File: src/rtl/jss_pkg.sv
`default_nettype none
// ----------------------------------------------------------------------------
// jss_pkg
// Shared types and constants of the Jacobi stencil sweep block: beat payloads,
// configuration register indexes and the records passed between the parts.
// ----------------------------------------------------------------------------
package jss_pkg;

  localparam int VALUE_W = 32;           // Q16.16 sample
  localparam int COORD_W = 10;           // emitted row / column index
  localparam int ERR_W   = 31;           // saturated absolute change
  localparam int DIM_W   = 11;           // geometry register
  localparam int SUM_W   = VALUE_W + 2;  // exact four-term sum
  localparam int DIFF_W  = VALUE_W + 1;  // exact old - new

  localparam logic [DIM_W-1:0] DIM_RESET = 11'd100;

  typedef logic signed [VALUE_W-1:0] value_t;

  typedef enum logic [0:0] {
    REG_GRID_COLS = 1'b0,
    REG_GRID_ROWS = 1'b1
  } cfg_reg_t;

  typedef struct packed {
    value_t value;
  } in_item_t;

  typedef struct packed {
    value_t              new_value;
    logic [COORD_W-1:0]  out_row;
    logic [COORD_W-1:0]  out_col;
    logic [ERR_W-1:0]    max_error;
    logic                last_of_sweep;
  } out_item_t;

  // Neighborhood of one grid point, gathered when the sample below it arrives.
  typedef struct packed {
    value_t up;
    value_t left;
    value_t right;
    value_t below;
    value_t center;
  } stencil_ops_t;

  // Control that travels with each sample through the arithmetic stages.
  typedef struct packed {
    logic                emit;   // interior point, produces a result
    logic                start;  // first sample of a sweep
    logic [COORD_W-1:0]  row;
    logic [COORD_W-1:0]  col;
    logic                last;
  } point_tag_t;

endpackage
`default_nettype wire

File: src/rtl/jss_stream_if.sv
`default_nettype none
// ----------------------------------------------------------------------------
// jss_stream_if
// Valid/ready stream channel; a beat moves on a clock edge with both high.
// ----------------------------------------------------------------------------
interface jss_stream_if #(
  parameter type item_t = logic
);

  logic  valid;
  logic  ready;
  item_t payload;

  modport source (output valid, output payload, input ready);
  modport sink   (input valid, input payload, output ready);

endinterface
`default_nettype wire

File: src/rtl/jss_relax_pipe.sv
`default_nettype none
// ----------------------------------------------------------------------------
// jss_relax_pipe
// Arithmetic stages: four-term sum and quarter, absolute change with
// saturation, then running maximum and the result register.
// ----------------------------------------------------------------------------
module jss_relax_pipe (
  input  logic                  clk,
  input  logic                  rst,
  input  logic                  load,
  input  jss_pkg::stencil_ops_t ops,
  input  jss_pkg::point_tag_t   tag,
  input  logic                  clear_max,
  output logic                  can_load,
  jss_stream_if.source          results
);
  import jss_pkg::*;

  // stage 1: operands
  logic          v1;
  stencil_ops_t  ops1;
  point_tag_t    tag1;
  // stage 2: quarter sum
  logic          v2;
  value_t        q2;
  value_t        ctr2;
  point_tag_t    tag2;
  // stage 3: magnitude of change
  logic          v3;
  value_t        q3;
  logic [ERR_W-1:0] mag3;
  point_tag_t    tag3;
  // result register and sweep maximum
  logic          ov;
  out_item_t     out_r;
  logic [ERR_W-1:0] rmax;

  logic              take3, adv3, adv2, adv1;
  logic [SUM_W-1:0]  sum1;
  logic [DIFF_W-1:0] diff2, mag2;
  logic [ERR_W-1:0]  mag_sat2, base3, max3;

  // S3 leaves when its slot in the result register frees, or at once if it
  // carries no result.
  assign take3    = v3 && (!tag3.emit || !ov || results.ready);
  assign adv3     = !v3 || take3;
  assign adv2     = !v2 || adv3;
  assign adv1     = !v1 || adv2;
  assign can_load = adv1;

  assign sum1 = {{2{ops1.up[VALUE_W-1]}},     ops1.up}
              + {{2{ops1.left[VALUE_W-1]}},   ops1.left}
              + {{2{ops1.right[VALUE_W-1]}},  ops1.right}
              + {{2{ops1.below[VALUE_W-1]}},  ops1.below};

  assign diff2    = {ctr2[VALUE_W-1], ctr2} - {q2[VALUE_W-1], q2};
  assign mag2     = diff2[DIFF_W-1] ? (~diff2 + DIFF_W'(1)) : diff2;
  assign mag_sat2 = (mag2[DIFF_W-1:ERR_W] != '0) ? '1 : mag2[ERR_W-1:0];

  assign base3 = tag3.start ? '0 : rmax;
  assign max3  = (mag3 > base3) ? mag3 : base3;

  always_ff @(posedge clk) begin
    if (rst) begin
      v1 <= 1'b0;
      v2 <= 1'b0;
      v3 <= 1'b0;
    end else begin
      if (adv1) begin
        v1 <= load;
      end
      if (adv2) begin
        v2 <= v1;
      end
      if (adv3) begin
        v3 <= v2;
      end
    end
  end

  always_ff @(posedge clk) begin
    if (load) begin
      ops1 <= ops;
      tag1 <= tag;
    end
    if (adv2 && v1) begin
      q2   <= value_t'(sum1[SUM_W-1:2]);
      ctr2 <= ops1.center;
      tag2 <= tag1;
    end
    if (adv3 && v2) begin
      q3   <= q2;
      mag3 <= mag_sat2;
      tag3 <= tag2;
    end
  end

  always_ff @(posedge clk) begin
    if (rst) begin
      ov   <= 1'b0;
      rmax <= '0;
    end else begin
      if (clear_max) begin
        rmax <= '0;
      end else if (take3) begin
        rmax <= tag3.emit ? max3 : base3;
      end
      if (take3 && tag3.emit) begin
        ov <= 1'b1;
      end else if (results.ready) begin
        ov <= 1'b0;
      end
    end
  end

  always_ff @(posedge clk) begin
    if (take3 && tag3.emit) begin
      out_r.new_value     <= q3;
      out_r.out_row       <= tag3.row;
      out_r.out_col       <= tag3.col;
      out_r.max_error     <= max3;
      out_r.last_of_sweep <= tag3.last;
    end
  end

  assign results.valid   = ov;
  assign results.payload = out_r;

endmodule
`default_nettype wire

File: src/flat_wrapper.sv
// flat-port wrapper written by rule: the top's interface ports become plain ports
module jss_relax_pipe_flat import jss_pkg::*;
  (clk, rst, load, ops, tag, clear_max, can_load, results_valid, results_payload, results_ready);
  jss_stream_if results_i ();
  input  logic clk;
  input  logic rst;
  input  logic load;
  input  jss_pkg::stencil_ops_t ops;
  input  jss_pkg::point_tag_t tag;
  input  logic clear_max;
  output logic can_load;
  output wire logic [$bits(results_i.valid)-1:0] results_valid;
  output wire logic [$bits(results_i.payload)-1:0] results_payload;
  input wire logic [$bits(results_i.ready)-1:0] results_ready;
  assign results_valid = results_i.valid;
  assign results_payload = results_i.payload;
  assign results_i.ready = results_ready;
  jss_relax_pipe u_core (.clk(clk), .rst(rst), .load(load), .ops(ops), .tag(tag), .clear_max(clear_max), .can_load(can_load), .results(results_i));
endmodule
File: config.mk
export PLATFORM = sky130hd
export DESIGN_NAME = jss_relax_pipe_flat
export DESIGN_NICKNAME = d
export VERILOG_FILES = /design/src/rtl/jss_pkg.sv /design/src/rtl/jss_stream_if.sv /design/src/rtl/jss_relax_pipe.sv /design/src/flat_wrapper.sv
export SDC_FILE = /design/constraint.sdc
export NUM_CORES = 1
export LEC_CHECK = 0
export BUFFER_PORTS_ARGS = -buffer_cell sky130_fd_sc_hd__buf_4
export CAP_MARGIN = 40
export CORE_AREA = 3 3 73 75
export DETAILED_ROUTE_END_ITERATION = 10
export DIE_AREA = 0 0 76 78
export PLACE_DENSITY = 0.6
export SLEW_MARGIN = 20
export SYNTH_ARGS = -nofsm -noshare
export SYNTH_HDL_FRONTEND = slang
export SYNTH_SLANG_ARGS = --single-unit
export TNS_END_PERCENT = 20
File: constraint.sdc
create_clock -name clk -period 2 [get_ports clk]
set_input_delay 0.3 -clock clk [delete_from_list [all_inputs] [get_ports clk]]
set_output_delay 0.3 -clock clk [all_outputs]
set_load 0.01 [all_outputs]
==> out/metrics.yaml <==
vias: 259
fin_nets: 227
cts_setup_buffers: 0
drt_iter0_drc: 6
numCtsBuffers: 3
hold_viol: 0
ir_worst_vdd_uv: 150
n_fill_cell: 532
clock-root-buffer: "clkbuf_8"
async_reset_ff_share_pct: 0
die_w_um: 76
place_congestion: 0.648
overflow: 0
period_share_pct: 72.9
first_pass_iters: 2
area_growth_pct: 45.9
htree_levels: 1
fmax_mhz: 686
finalWirelength_um: 821
r2r_setup_slack_ns: 0.75
hp-start: "tag[22]"
dp_slack_ns: 0.700
grt_max_degree: 7
synth_common_cells: "edfxtp_1, dfxtp_1, nand2_1, nand2b_1, o41ai_2"
min_to: "u_core.tag1[22]"
grt_use_total_pct: 3.29
path_delay_family: "flip-flops"
critPathMaxStageDelay_ns: 0.40
grt_setup_unrepaired: "no"
place_hpwl_um: 641
synth.distinct_cells: 14
yosysWarnings: 0
insertedDiodeCount: 0
setup.worst_path.end_class: "output port"
yosys.area.top_type_share_pct: 51.1
start_kind: "register"
core_mm2: 0.00472
cts_hold_buf: 0
initial_core_util_pct: 8.72
ys_seq_area_share_pct: 70.5
via_per_inst: 2.47
cts_sinks: 11
yosysTopAreaCell: "edfxtp_1"
synth_fp_nets: 214
p_leak_nw: 0.201
r2r_cells: 2
cp.depth: 3
worst_slew_pin_slew_ns: 0.315
post-route-drc-count: 0
ctsResizeCount: 0
skew_ns: 0.00264
ant_nets: 0
worst_skew_pair.late_latency_ns: 0.24
period_needed_ns: 1.46
cap_violations: 0
status: "finished clean"
syn_inst: 26
setup_tns_ns: 0
io_buffers: 8
clkTransAtPathRegs_ns: 0.05
yosys-top-cells-area: "edfxtp_1, dfxtp_1, o41ai_2, and4b_4, nand2b_4"
cts_tree: "yes"
r2r-end: "u_core.tag2[22]"
crit_type: "register to output port"
critPathArrivalTime_ns: 1.16
min_path_type: "input pin to register"
synth_most_common_cell: "edfxtp_1"
fin_ws_ns: 0.541
r2r-start: "u_core.tag3[22]"
syn_area_per_cell_um2: 15.8
dieArea_mm2: 0.00593
grt_pass1_wl_um: 1290
synth_enable_flop_cells: 7
yosys_register_bits: 11
antenna_found_initial: 0
io-pin-count: 191
drive_gt1_share_pct: 44.7
syn_area_um2: 412
p_per_area_mw_per_mm2: 828
cpMaxStageDelayCell: "dfxtp_1"
chipHeight_um: 78
whs_path_depth: 1
crit_chain: "and4b_4, nand3_1, buf_4"
wl_per_cell_um: 7.82
setup-violations-final: 0
drv_slew: 0
clockBufferDepth: 2
path_max_fanout: 4
num_rows: 25
critPathRequiredTime_ns: 1.70
synth-main-ff-cell: "edfxtp_1"
grt_pass1_vias: 273
max_slew_margin_pct: 78.8
crit_buf_inv: 1
[cell families (layout without fill, tap and decap cells)]
kind of cell | count (synthesis) | after routing | share of synthesized area, %
buf+inv | 1 | 13 | 0.911
compound gates | 5 | 5 | 13.4
flops | 11 | 11 | 70.5
simple gates | 9 | 9 | 15.2
[power breakdown]
| part | switching (mW) | leakage (nW) | internal (mW) |
|---|---|---|---|
| registers | 0.00462 | 0.0985 | 0.251 |
| clock network | 0.0805 | 0.0228 | 0.140 |
| logic | 0.00857 | 0.0796 | 0.0124 |
| total | 0.0937 | 0.201 | 0.404 |
[state kept, by name, summed over array words and instances (netlist names)]
name                    flops
u_core.tag1                 2
u_core.tag3                 2
u_core.v1                   1
u_core.tag2                 2
u_core.v2                   1
u_core.v3                   1
u_core.results.valid        1
u_core.results.payload      1
[metrics by stage]
| stage | cell area [um2] | cells | hold slack (ns) | utilization [%] | power (mW) |
|---|---|---|---|---|---|
| final | 601 | 105 | 0.239 | 12.7 | 0.497 |
| after global routing | 601 | 105 | 0.224 | 12.7 | 0.523 |
| after CTS | 601 | 105 | 0.233 | 12.7 | 0.505 |
| after detailed placement | 556 | 101 | 0.410 | 11.8 | 0.282 |
| after global placement | 556 | 101 | 0.406 | 11.8 | 0.280 |
| after floorplan | 412 | 26 | 0.369 | - | 0.268 |
[layer usage]
metal	global-route usage, %	share of wire [%]	vias to the layer above
li1	-	-	120
met3	2.78	11	5
met4	3.80	5.0	0
met2	4.08	40	8
met1	3.02	44	126
met5	0	0	-
[layout by cell type (no fill, tap or decap), drive strengths merged]
cell type,synthesis,layout
and4b,1,1
o21ba,1,1
dfxtp,4,4
o41ai,2,2
nand2b,3,3
buf,0,8
edfxtp,7,7
a21oi,1,1
a21boi,1,1
nor2b,1,1
clkbuf,0,4
nand3,1,1
nor2,1,1
inv,1,1
nand2,2,2
[layout make-up]
| class | instances | area, um2 | area share, % |
|---|---|---|---|
| timing repair buffer | 8 | 60.1 | 10.0 |
| multi-input combinational | 14 | 118 | 19.6 |
| tap | 67 | 83.8 | 14.0 |
| sequential | 11 | 290 | 48.3 |
| clock buffer | 4 | 45.0 | 7.50 |
| inverter | 1 | 3.75 | 0.625 |
[worst max-delay path by stage]
stage                          from             end
5_1_grt        u_core.results.valid        can_load
6_report       u_core.results.valid        can_load
4_1_cts        u_core.results.valid        can_load
3_5_place_dp          results_ready        can_load
2_1_floorplan  u_core.results.valid  u_core.tag2[0]
3_3_place_gp          results_ready        can_load
No activity file was read; power rests on OpenSTA's default activity.
